## src/tcvd_pkg.sv

```systemverilog
`default_nettype none
package tcvd_pkg;

  localparam int TABLE_SIZE = 4096;
  localparam int IDX_W = $clog2(TABLE_SIZE);
  localparam int CNT_W = IDX_W + 1;
  localparam int OUT_IDX_W = 12;

  localparam logic [2:0] REG_MIN_X = 3'd0;
  localparam logic [2:0] REG_MIN_Y = 3'd1;
  localparam logic [2:0] REG_MIN_Z = 3'd2;
  localparam logic [2:0] REG_MAX_X = 3'd3;
  localparam logic [2:0] REG_MAX_Y = 3'd4;
  localparam logic [2:0] REG_MAX_Z = 3'd5;

  typedef enum logic [2:0] {
    ST_IDLE,
    ST_SETUP,
    ST_SCAN,
    ST_DECIDE,
    ST_DONE
  } state_t;

  typedef struct packed {
    logic        wr;
    logic [IDX_W-1:0] wr_addr;
    logic [95:0] wr_data;
    logic [IDX_W-1:0] rd_addr;
  } mem_ctl_t;

  // ieee ordered a <= b, false on nan
  function automatic logic fp_le(input logic [31:0] a, input logic [31:0] b);
    logic a_nan;
    logic b_nan;
    logic a_zero;
    logic b_zero;
    logic r;
    a_nan = (a[30:23] == 8'hFF) && (a[22:0] != 23'd0);
    b_nan = (b[30:23] == 8'hFF) && (b[22:0] != 23'd0);
    a_zero = (a[30:0] == 31'd0);
    b_zero = (b[30:0] == 31'd0);
    if (a_nan || b_nan) begin
      r = 1'b0;
    end else if (a_zero && b_zero) begin
      r = 1'b1;
    end else if (a[31] != b[31]) begin
      r = a[31];
    end else if (!a[31]) begin
      r = (a[30:0] <= b[30:0]);
    end else begin
      r = (a[30:0] >= b[30:0]);
    end
    return r;
  endfunction

  // ieee equality, +0 == -0, nan never equal
  function automatic logic fp_eq(input logic [31:0] a, input logic [31:0] b);
    logic a_nan;
    logic r;
    a_nan = (a[30:23] == 8'hFF) && (a[22:0] != 23'd0);
    if (a_nan) begin
      r = 1'b0;
    end else if ((a[30:0] == 31'd0) && (b[30:0] == 31'd0)) begin
      r = 1'b1;
    end else begin
      r = (a == b);
    end
    return r;
  endfunction

endpackage
`default_nettype wire

```

## src/tcvd_box.sv

```systemverilog
`default_nettype none
module tcvd_box
  import tcvd_pkg::*;
(
  input  wire logic        clk,
  input  wire logic        rst,
  input  wire logic        cfg_we,
  input  wire logic [2:0]  cfg_index,
  input  wire logic [31:0] cfg_data,
  input  wire logic [95:0] vert,
  output logic             enclosed
);

  logic [31:0] min_x, min_y, min_z, max_x, max_y, max_z;

  always_ff @(posedge clk) begin
    if (rst) begin
      min_x <= 32'hFF80_0000;
      min_y <= 32'hFF80_0000;
      min_z <= 32'hFF80_0000;
      max_x <= 32'h7F80_0000;
      max_y <= 32'h7F80_0000;
      max_z <= 32'h7F80_0000;
    end else if (cfg_we) begin
      case (cfg_index)
        REG_MIN_X: min_x <= cfg_data;
        REG_MIN_Y: min_y <= cfg_data;
        REG_MIN_Z: min_z <= cfg_data;
        REG_MAX_X: max_x <= cfg_data;
        REG_MAX_Y: max_y <= cfg_data;
        REG_MAX_Z: max_z <= cfg_data;
        default: ;
      endcase
    end
  end

  assign enclosed = fp_le(min_x, vert[95:64]) && fp_le(vert[95:64], max_x) &&
                    fp_le(min_y, vert[63:32]) && fp_le(vert[63:32], max_y) &&
                    fp_le(min_z, vert[31:0]) && fp_le(vert[31:0], max_z);

endmodule
`default_nettype wire
```

## config.mk

```make
export PLATFORM = sky130hd
export DESIGN_NAME = tcvd_box
export DESIGN_NICKNAME = d
export VERILOG_FILES = /design/src/tcvd_pkg.sv /design/src/tcvd_box.sv
export SDC_FILE = /design/constraint.sdc
export NUM_CORES = 1
export LEC_CHECK = 0
export BUFFER_PORTS_ARGS = -buffer_cell sky130_fd_sc_hd__buf_4
export CAP_MARGIN = 20
export CORE_ASPECT_RATIO = 0.75
export CORE_MARGIN = 2
export CORE_UTILIZATION = 30
export CTS_CLUSTER_DIAMETER = 100
export CTS_CLUSTER_SIZE = 20
export DETAILED_ROUTE_END_ITERATION = 10
export GPL_TIMING_DRIVEN = 0
export PLACE_DENSITY_LB_ADDON = 0.2
export SYNTH_ARGS = -nofsm -noshare
export SYNTH_HDL_FRONTEND = slang
export SYNTH_SLANG_ARGS = --single-unit
```

## constraint.sdc

```tcl
create_clock -name clk -period 3.2 [get_ports clk]
set_input_delay 0.48 -clock clk [delete_from_list [all_inputs] [get_ports clk]]
set_output_delay 0.48 -clock clk [all_outputs]
set_load 0.01 [all_outputs]
```

======== Yosys cells after proc, flatten, opt, wreduce, memory -nomap -nowiden ========
Cells that the tools add are included.
operators by class
  eq/ne operators ......................... 20
  reduce and logical (&&, ||, !) cells .... 51
  $lt $le $gt $ge ......................... 12
  muxes and demuxes ....................... 24
operator list
  operator              count
  $logic_not A31 Y1     9
  $reduce_bool A23 Y1   9
  $ge A31 B31 Y1        6
  $le A31 B31 Y1        6
  $eq A8 B8 Y1 const B  9
  $mux W1               24
  $logic_and A1 B1 Y1   20
  $reduce_and A2 Y1     6
  $eq A3 B2 Y1 const B  2
  $eq A3 B3 Y1 const B  2
  $logic_or A1 B1 Y1    6
  $ne A1 B1 Y1          6
  $eq A3 B1 Y1 const B  1
  $logic_not A3 Y1      1
storage, ports and cells
  input bits .............................. 134
  word-level logic and storage cells ...... 113
  register bits ........................... 192
  output and inout bits ................... 1

======== Logic depth before layout (Yosys ltp) ========
Gate-level depths: netlist (run 1).
  depth after elaboration ................. 10
  depth in mapped cells ................... 10
  mapped depth without buffers ............ 10

======== Worst setup path before layout (run 1) ========
Ideal clock, no wire load.
  kind .................................... input -> output
  from .................................... in vert[69]
  to ...................................... out enclosed
  slack ................................... 605 ps
  buffers on the path ..................... 0
  stages on the path ...................... 9
  data arrival time ....................... 2115 ps
  cell sequence ........................... ha_1 a21o_1 a221o_1 a31oi_1 o21ai_1 a211oi_1 a21oi_1 a2bb2oi_1 and4_1
between the ends
  cells in the longest elaborated chain, start to end .. 10
ends and longest elaborated chain
  element                                           line                            source
  start, declared                                   tcvd_box.sv:10                  input wire logic [95:0] vert,
  $le A31 B31 Y1 or $ge A31 B31 Y1 (tied branches)  tcvd_pkg.sv:49, tcvd_pkg.sv:51
  $mux W1                                           tcvd_pkg.sv:48                  end else if (!a[31]) begin
  $mux W1                                           tcvd_pkg.sv:46                  end else if (a[31] != b[31]) begin
  $mux W1                                           tcvd_pkg.sv:44                  end else if (a_zero && b_zero) begin
  $mux W1                                           tcvd_pkg.sv:42                  if (a_nan || b_nan) begin
  $logic_and A1 B1 Y1 * (2 in a row)                tcvd_box.sv:37                  assign enclosed = fp_le(min_x, vert[95:64]) && fp_le(vert[95:64], max_x) &&
  $logic_and A1 B1 Y1 * (2 in a row)                tcvd_box.sv:38                  fp_le(min_y, vert[63:32]) && fp_le(vert[63:32], max_y) &&
  $logic_and A1 B1 Y1 *                             tcvd_box.sv:39                  fp_le(min_z, vert[31:0]) && fp_le(vert[31:0], max_z);
  end, declared                                     tcvd_box.sv:11                  output logic enclosed
Every way passes the cells marked *; elsewhere a longest branch is shown, timed or not.

======== Final worst setup path (run 1) ========
  from .................................... in vert[40]
  to ...................................... out enclosed
between the ends
  cells in the longest elaborated chain, start to end .. 9
ends and longest elaborated chain
  element                                           line
  $le A31 B31 Y1 or $ge A31 B31 Y1 (tied branches)  tcvd_pkg.sv:49, tcvd_pkg.sv:51
  $mux W1                                           tcvd_pkg.sv:48
  $mux W1                                           tcvd_pkg.sv:46
  $mux W1                                           tcvd_pkg.sv:44
  $mux W1                                           tcvd_pkg.sv:42
  $logic_and A1 B1 Y1                               tcvd_box.sv:37
  $logic_and A1 B1 Y1 * (2 in a row)                tcvd_box.sv:38
  $logic_and A1 B1 Y1 *                             tcvd_box.sv:39
Marked as above.

==> results of run 1 <==
==> power groups by stage <==
stage / clock network (mW) / registers (mW) / logic [mW]
floorplan: 0 / 2.54 / 0.527
global placement: 0 / 2.57 / 0.981
detailed placement: 0 / 2.57 / 1.00
CTS: 2.15 / 2.51 / 1.04
global route: 2.24 / 2.52 / 1.18
finish: 2.12 / 2.52 / 1.06
==> flip-flops by register name, indices dropped and copies added (netlist names) <==
name and cells:
max_z 32, min_z 32, min_x 32, min_y 32, max_x 32, max_y 32
==> synth_stat cells (all sizes together) (4+ instances only) <==
| cell | number | area, um^2 |
|---|---|---|
| o21ai | 32 | 160 |
| ha | 186 | 2330 |
| nor4 | 69 | 475 |
| inv | 192 | 721 |
| nand3b | 56 | 420 |
| and3 | 7 | 43.8 |
| o31ai | 7 | 57.6 |
| dfxtp | 192 | 3840 |
| and4 | 8 | 70.1 |
| nor2 | 30 | 113 |
| a211oi | 11 | 87.6 |
| nand3 | 24 | 120 |
| a21o | 10 | 75.1 |
| nand4 | 63 | 394 |
| nand2 | 444 | 1670 |
| nor3 | 23 | 131 |
| a221oi | 7 | 61.3 |
| o2111ai | 4 | 35.0 |
| a21oi | 213 | 1070 |
| clkbuf | 63 | 236 |
==> routing by layer <==
| metal | share of wire (%) | wire length [um] | vias up |
|---|---|---|---|
| met5 | 0.048 | 23 | - |
| met1 | 47 | 22400 | 5912 |
| met3 | 7.2 | 3440 | 69 |
| met4 | 2.9 | 1390 | 4 |
| li1 | - | - | 6113 |
| met2 | 43 | 20400 | 372 |
==> worst min path at each step <==
stage                      start   endpoint  slack (ns)  cells after the start
CTS                 cfg_data[30]  min_z[30]        0.28                      3
finish              cfg_data[30]  min_y[30]        0.31                      3
detailed placement      max_z[6]   max_z[6]        0.46                      2
floorplan              max_x[31]  max_x[31]        0.45                      2
global route        cfg_data[30]  min_z[30]        0.31                      3
global placement        max_z[6]   max_z[6]        0.46                      2
==> repair_timing <==
item,4_1_cts,5_1_grt
pin swaps,22,18
endpoints found under the setup margin,1,1
buffers inserted,3,4
gates resized for setup,60,37
==> layout make-up <==
class	instances	area (um^2)
fillers	4247	25700
multi-input cells	1229	7980
flip-flops and latches	192	3870
repair buffers	140	1050
inverters	192	721
well taps	528	661
clock buffers	19	443
plain buffers	63	236
clock inverters	12	110
diodes	3	7.51
==> cell families (layout without fill, tap and decap cells) <==
kind of cell	Yosys count	count (layout)	synth area share [%]
DFF	192	192	31.0
other	0	3	0
and+or+nand+nor	734	734	28.3
AOI/OAI and AO/OA	306	306	13.9
adders and majority gates	186	186	18.8
muxes	3	3	0.253
buffers and inverters	255	426	7.73
==> through the flow <==
step	power [mW]	hold slack, ns
finish	5.70	0.306
global route	5.94	0.308
floorplan	3.07	0.447
CTS	5.70	0.282
global placement	3.55	0.459
detailed placement	3.57	0.464
==> worst max-delay path, stage by stage <==
cell and delay, ns:
buf_4 0.13, nor4_1 0.56, nand4_1 0.30, nor3_1 0.40
nand4_1 0.21, nand3b_1 0.14, nand3_1 0.09, a211oi_2 0.20
and4_4 0.25, buf_4 0.12
==> run_results.csv, run 1 <==
group,metric,value,unit
outcome,outcome,"finished with violations",
outcome,violations,"negative setup slack",
synthesis,yosysWarnings,0,
sta,fin_crit,3.37,ns
synthesis,postSynth.asyncResetShare,0,%
sta,fmax,296,MHz
finish,fin_util,37.0,%
sta,slew-limit-headroom,48.0,%
pwr,power-per-cell-area,378,nW/um^2
floorplan,rows,64,
sta,finalClockSkew,0,ns
setup_path,cp.arrival,2.89,ns
detailed_routing,vias,12500,
floorplan,initial_core_util,30.4,%
finish,nets,2155,
setup_path,cp_max_fo,3,
sta,hold_viol_final,0,
global_routing,grt_max_degree,17,
placement,hpwl,38000,um
detailed_routing,dr.pass1.iters,5,
clock_tree,ctsHoldBuffers,0,
detailed_routing,avgViaCountPerCell,5.24,
synthesis,ys.flop_type,"dfxtp_1",
synthesis,synth_cells,1676,
placement,place.gp.congestion,0.917,
sta,fin_tns_setup,-0.175,ns
sta,setup_viol_count_final,1,
pwr,combPwrFrac,18.7,%
pwr,worst_ir_drop_vdd,357,uV
floorplan,io_pins,135,
floorplan,coreArea,40800,um^2
setup_path,r2r_setup_slack,2.45,ns
floorplan,die_w,239,um
setup_path,r2r_end,"max_x[20]",
sta,tightest_slew,0.780,ns
sta,fin_crit_sh,105,%
global_routing,gr-total-overflow,0,
setup_path,cp.required,2.72,ns
run,maxCapViolCount,0,
placement,dp_cells,2337,
global_routing,first_global_vias,11900,
global_routing,busiest_layer,"met2",
min_path,hp-class,"primary input to flip-flop",
pwr,p_leak,6.49,nW
floorplan,die-area,42900,um^2
clock_tree,numCtsBuffers,17,
detailed_routing,postRouteAntennaNets,0,
synthesis,postSynthNetCount,1996,
synthesis,syn_area_per_cell,7.39,um^2
finish,layout-drive-gt1-share,14.1,%
sta,rsz0062_at_grt,"yes",
synthesis,netlist_area,12400,um^2
setup_path,cp-end-kind,"primary output",
sta,setup_ws,-0.175,ns
clock_tree,path_clk_slew,0.07,ns
global_routing,grt_use_total,22.1,%
pwr,clkPwrFrac,37.2,%
global_routing,antenna_found_initial,2,
placement,placed_cell_area,14000,um^2
finish,syn_to_final_growth,21.8,%
global_routing,grt_util_met3,4.84,%
pwr,p_sw,1.74,mW
detailed_routing,drc,0,
detailed_routing,wl_per_cell,20.1,um
setup_path,r2r_cells,2,
clock_tree,cts_tree,"yes",
pwr,internal_power,3.96,mW
finish,final_common_cell,"nand2_1",
placement,port_buffers,133,
clock_tree,clock-sinks,192,
global_routing,grt_pass1_wl,71000,um
setup_path,cp-endpoint,"enclosed",
setup_path,reg2reg_from,"max_x[20]",
placement,pre_cts_slack,-0.356,ns
pwr,seqPwrFrac,44.2,%
setup_path,crit_type,"primary input to primary output",
global_routing,grt_util_met2,33.6,%
finish,final_cells,2378,
global_routing,grtUsageMet1,31.0,%
clock_tree,h-tree-depth,4,
finish,final_cell_mix,"443 x nand2_1, 204 x a21oi_1, 192 x inv_1",
setup_path,worstSetupStartpointType,"primary input",
clock_tree,clk_latency,0.45,ns
sta,slew_violations,0,
setup_path,crit_start,"vert[40]",
floorplan,die_h,180,um
detailed_routing,routed_wirelength,47700,um
synthesis,ys_seq_elements,192,
clock_tree,clk_path_buf_depth,2,
synthesis,seq_area_frac_synth,31.0,%
synthesis,synth_edf_count,0,
detailed_routing,drtIter0Drc,943,
finish,final_area,15100,um^2
clock_tree,cts_root_buf,"clkbuf_16",
pwr,swShare,30.5,%
synthesis,yosysUniqueCellTypes,47,
No activity file was read; power rests on OpenSTA's default activity.
==> run 2, diff against run 1 <==
--- a/config.mk
+++ b/config.mk
@@ -8,7 +8,6 @@
 export BUFFER_PORTS_ARGS = -buffer_cell sky130_fd_sc_hd__buf_4
 export CAP_MARGIN = 20
 export CORE_ASPECT_RATIO = 0.75
-export CORE_MARGIN = 2
 export CORE_UTILIZATION = 30
 export CTS_CLUSTER_DIAMETER = 100
 export CTS_CLUSTER_SIZE = 20
==> constraint.sdc (replaced) <==
create_clock -name clk -period 4 [get_ports clk]
set_input_delay 0.6 -clock clk [delete_from_list [all_inputs] [get_ports clk]]
set_output_delay 0.6 -clock clk [all_outputs]
set_load 0.01 [all_outputs]
==> run_results.csv, run 2 (synthesized netlist as in run 1, its figures left out) <==
group,metric,value,unit
placement,hpwl,37600,um
setup_path,r2r_setup_slack,3.25,ns
setup_path,reg2reg_from,"min_x[20]",
min_path,whs_path_depth,3,
pwr,power-per-cell-area,312,nW/um^2
sta,finalClockSkew,0,ns
sta,setup_viol_count_final,0,
finish,final_cell_mix,"444 x nand2_1, 213 x a21oi_1, 192 x inv_1, 192 x dfxtp_1, 186 x ha_1",
global_routing,grt_pass1_wl,70100,um
setup_path,cp_max_fo,3,
detailed_routing,routed_wirelength,46600,um
sta,rsz0062_at_grt,"no",
outcome,violations,"design-rule violations",
finish,final_cells,2370,
sta,fin_crit_sh,95.4,%
clock_tree,clk_latency,0.45,ns
setup_path,r2r_end,"min_x[20]",
global_routing,grt_max_degree,19,
setup_path,crit_start,"max_x[8]",
finish,final_common_cell,"nand2_1",
floorplan,die_h,178,um
clock_tree,cts_root_buf,"clkbuf_16",
outcome,outcome,"finished with violations",
sta,hold_viol_final,0,
detailed_routing,dr.pass1.iters,8,
setup_path,r2r_cells,2,
setup_path,crit_type,"flip-flop to primary output",
global_routing,first_global_vias,11700,
clock_tree,clock-sinks,192,
setup_path,worstSetupStartpointType,"flip-flop",
clock_tree,path_clk_slew,0.08,ns
sta,fin_tns_setup,0,ns
global_routing,gr-total-overflow,0,
setup_path,cp.arrival,3.21,ns
global_routing,antenna_found_initial,3,
placement,port_buffers,133,
placement,pre_cts_slack,0.320,ns
pwr,swShare,30.6,%
run,maxCapViolCount,0,
sta,fin_crit,3.81,ns
setup_path,cp-end-kind,"primary output",
sta,setup_ws,0.186,ns
detailed_routing,postRouteAntennaNets,0,
sta,fmax,262,MHz
placement,dp_cells,2337,
pwr,worst_ir_drop_vdd,219,uV
pwr,seqPwrFrac,44.0,%
sta,slew-limit-headroom,48.7,%
pwr,combPwrFrac,17.6,%
floorplan,initial_core_util,30.4,%
floorplan,coreArea,40800,um^2
finish,final_area,14600,um^2
sta,holdWs,0.423,ns
detailed_routing,wl_per_cell,19.7,um
pwr,internal_power,3.17,mW
clock_tree,clk_path_buf_depth,2,
global_routing,grt_use_total,22.3,%
detailed_routing,vias,12300,
finish,nets,2148,
floorplan,die_w,237,um
setup_path,cp.required,3.40,ns
finish,syn_to_final_growth,18.2,%
finish,layout-drive-gt1-share,9.72,%
clock_tree,cts_tree,"yes",
sta,tightest_slew,0.769,ns
detailed_routing,drtIter0Drc,1053,
sta,slew_violations,0,
setup_path,critical_path_depth,11,
detailed_routing,drc,2,
detailed_routing,avgViaCountPerCell,5.20,
floorplan,die-area,42100,um^2
setup_path,crit_top_cell,"a21oi_1",
min_path,hp-class,"primary input to flip-flop",
setup_path,cpPeakStageDelay,0.47,ns
clock_tree,h-tree-depth,4,
clock_tree,ctsHoldBuffers,0,
setup_path,slowest_stage,"a221oi_1",
setup_path,critical-path-top-delay-family,"compound AO/OA/AOI/OAI gates",
floorplan,io_pins,135,
placement,place.gp.congestion,0.908,
setup_path,critical_path_buf_inv_count,2,
floorplan,rows,64,
setup_path,crit_chain,"inv_1 > ha_1 > a21oi_1 > o21ai_0 > a221oi_1 > o21ai_1 > a21o_1 > a21oi_1 > a2bb2oi_1 > and4_1 > buf_4",
pwr,clkPwrFrac,38.3,%
setup_path,cp-endpoint,"enclosed",
pwr,p_sw,1.40,mW
placement,placed_cell_area,14000,um^2
clock_tree,numCtsBuffers,17,
pwr,p_leak,6.39,nW
## run 2: cell count changes in the layout (fill, tap and decap cells not counted), moves of 5 or more
cell,change
a21oi_1,+9
a21oi_2,-8
buf_4,-7
dfxtp_1,+24
dfxtp_2,-24
ha_1,+5
ha_4,-5
nor3_1,+5
nor4_1,+6
o21ai_0,+6
o21ai_1,-5
## run 2: metal layers
metal,track usage [%],part of all wire [%],up-vias
li1,-,-,6099
met1,31.9,49,5798
met2,33.5,41,381
met3,4.51,7.0,51
met4,6.47,2.5,4
met5,0,0.067,-
## run 2: layout make-up
type | count | area (um^2)
inverters | 192 | 721
fillers | 4318 | 26100
multi-input cells | 1229 | 7580
well taps | 528 | 661
plain buffers | 63 | 236
clock inverters | 14 | 146
diodes | 1 | 2.50
clock buffers | 18 | 439
repair buffers | 133 | 998
flip-flops and latches | 192 | 3840
## run 2: through the flow
stage	utilization, %	power [mW]
finish	35.9	4.57
global route	35.9	4.77
CTS	35.9	4.59
detailed placement	34.4	2.85
global placement	34.4	2.83
floorplan	-	2.45
## run 2: how the worst min path moves through the flow
stage | endpoint | slack (ns) | from
2_1_floorplan | max_x[31] | 0.45 | max_x[31]
3_3_place_gp | max_y[19] | 0.46 | max_y[19]
3_5_place_dp | max_z[1] | 0.46 | max_z[1]
4_1_cts | max_x[29] | 0.41 | cfg_data[29]
5_1_grt | min_y[23] | 0.42 | cfg_data[23]
6_report | max_x[29] | 0.42 | cfg_data[29]
## run 2: power groups by stage
stage / combinational [mW] / sequential (mW) / clock, mW
final: 0.805 / 2.01 / 1.75
after global routing: 0.898 / 2.02 / 1.86
after CTS: 0.803 / 2.01 / 1.78
after detailed placement: 0.799 / 2.05 / 0
after global placement: 0.781 / 2.05 / 0
after floorplan: 0.421 / 2.03 / 0
## run 2: what timing repair did
action	CTS	global route
buffers inserted	0	0
endpoints found under the setup margin	0	1
gates resized for setup	0	1
## run 2: worst reg2reg max path, cell delays in order, from the launching register on
cell,delay (ns)
dfxtp_1,0.44
nand2_1,0.09
a21oi_1,0.15
==> run 3, diff against run 2 <==
--- a/config.mk
+++ b/config.mk
@@ -8,6 +8,7 @@
 export BUFFER_PORTS_ARGS = -buffer_cell sky130_fd_sc_hd__buf_4
 export CAP_MARGIN = 20
 export CORE_ASPECT_RATIO = 0.75
+export CORE_MARGIN = 2
 export CORE_UTILIZATION = 30
 export CTS_CLUSTER_DIAMETER = 100
 export CTS_CLUSTER_SIZE = 20
==> run_results.csv, run 3 (synthesized netlist as in run 1, its figures left out) <==
group,metric,value,unit
finish,nets,2148,
detailed_routing,avgViaCountPerCell,5.21,
pwr,power-per-cell-area,309,nW/um^2
clock_tree,h-tree-depth,4,
sta,slew_violations,0,
floorplan,die_h,180,um
clock_tree,path_clk_slew,0.07,ns
floorplan,initial_core_util,30.4,%
setup_path,r2r_end,"min_z[22]",
placement,place.gp.congestion,0.917,
floorplan,rows,64,
sta,fin_crit,3.85,ns
setup_path,slowest_stage,"o41ai_1",
sta,rsz0062_at_grt,"no",
placement,dp_cells,2337,
sta,tightest_slew,0.764,ns
finish,antenna_cells,0,
placement,placed_cell_area,14000,um^2
floorplan,coreArea,40800,um^2
finish,final_cells,2368,
setup_path,cp.arrival,3.25,ns
finish,layout-drive-gt1-share,9.62,%
global_routing,grt_pass1_wl,70500,um
sta,fmax,260,MHz
detailed_routing,drc,0,
detailed_routing,postRouteAntennaNets,0,
setup_path,reg2reg_from,"min_z[22]",
clock_tree,cts_setup_buffers,0,
run,maxCapViolCount,0,
clock_tree,cts_tree,"yes",
clock_tree,cts_resized,1,
placement,hpwl,38000,um
setup_path,critical_path_buf_inv_count,1,
detailed_routing,vias,12300,
global_routing,first_global_vias,11800,
placement,port_buffers,133,
min_path,whs_path_depth,3,
detailed_routing,dr.pass1.iters,5,
floorplan,io_pins,135,
setup_path,r2r_cells,2,
min_path,min_to,"min_y[30]",
floorplan,die-area,42900,um^2
detailed_routing,wl_per_cell,19.9,um
setup_path,worstSetupStartpointType,"flip-flop",
clock_tree,clock-sinks,192,
pwr,p_leak,6.36,nW
sta,slew-limit-headroom,49.1,%
setup_path,crit_chain,"ha_1 > a21oi_1 > a21oi_1 > o31a_1 > o41ai_1 > o211ai_1 > mux2i_1 > nand2_1 > and4_1 > buf_4",
clock_tree,clk_path_buf_depth,2,
sta,setup_viol_count_final,0,
setup_path,cp-end-kind,"primary output",
finish,final_cell_mix,"444 x nand2_1, 213 x a21oi_1, 192 x inv_1, 192 x dfxtp_1, 186 x ha_1",
detailed_routing,drtIter0Drc,979,
global_routing,grt_max_degree,17,
outcome,outcome,"finished clean",
setup_path,r2r_setup_slack,3.25,ns
global_routing,antenna_found_initial,2,
setup_path,critical-path-top-delay-family,"compound AO/OA/AOI/OAI gates",
min_path,hp-class,"primary input to flip-flop",
finish,final_area,14600,um^2
sta,hold_viol_final,0,
setup_path,cpPeakStageDelay,0.46,ns
sta,fin_tns_setup,0,ns
setup_path,cp.required,3.40,ns
floorplan,die_w,239,um
finish,final_common_cell,"nand2_1",
sta,fin_crit_sh,96.2,%
setup_path,crit_type,"flip-flop to primary output",
detailed_routing,routed_wirelength,47100,um
clock_tree,numCtsBuffers,17,
clock_tree,ctsHoldBuffers,0,
pwr,worst_ir_drop_vdd,299,uV
clock_tree,cts_root_buf,"clkbuf_16",
global_routing,gr-total-overflow,0,
min_path,min_from,"cfg_data[30]",
global_routing,grt_use_total,22.0,%
sta,finalClockSkew,0,ns
setup_path,cp_max_fo,3,
finish,syn_to_final_growth,17.9,%
clock_tree,clk_latency,0.45,ns
setup_path,crit_top_cell,"a21oi_1",
## run 3: changes by cell type in the layout (fill, tap and decap cells not counted)
cell / before / now
clkinv_2: 1 / 3
clkinv_4: 4 / 1
clkinvlp_4: 1 / 4
clkbuf_1: 63 / 64
diode_2: 1 / 0
inv_8: 3 / 0
inv_6: 4 / 3
## run 3: worst max path at each step
stage          depth (start not counted)        to      start
3_5_place_dp                          11  enclosed   vert[44]
5_1_grt                               11  enclosed  max_y[11]
2_1_floorplan                          9  enclosed   vert[69]
3_3_place_gp                          11  enclosed   vert[46]
4_1_cts                               11  enclosed  max_y[11]
6_report                              10  enclosed   min_x[2]
## run 3: cell type report
cell class	count	area (um^2)
Clock buffer	19	443
Multi-Input combinational cell	1229	7580
Inverter	192	721
Sequential cell	192	3840
Tap cell	528	661
Clock inverter	12	110
Buffer	63	236
Fill cell	4286	26200
Timing Repair Buffer	133	998
## run 3: worst reg2reg max path, cell delays in order, from the launching register on
cell and delay, ns:
dfxtp_1 0.43, nand2_1 0.08, a21oi_1 0.16
## run 3: through the flow
step | hold WS (ns) | power, mW | setup slack [ns] | util, %
4_1_cts | 0.402 | 4.53 | 0.223 | 35.8
5_1_grt | 0.428 | 4.71 | 0.00586 | 35.8
3_5_place_dp | 0.464 | 2.86 | 0.204 | 34.4
3_3_place_gp | 0.459 | 2.84 | 0.238 | 34.4
6_report | 0.423 | 4.52 | 0.154 | 35.8
2_1_floorplan | 0.447 | 2.45 | 1.16 | -
## run 3: report_power, final
| group | internal [mW] | leakage (nW) | switching, mW |
|---|---|---|---|
| logic | 0.315 | 4.54 | 0.498 |
| clock network | 0.874 | 0.262 | 0.818 |
| registers | 1.96 | 1.56 | 0.0513 |
## run 3: metal layers
layer	up-vias	global-route usage (%)	part of all wire, %
met4	4	6.75	2.7
met1	5864	30.8	48
met2	323	33.4	43
met5	-	0	0.049
li1	6093	-	-
met3	59	4.93	6.9
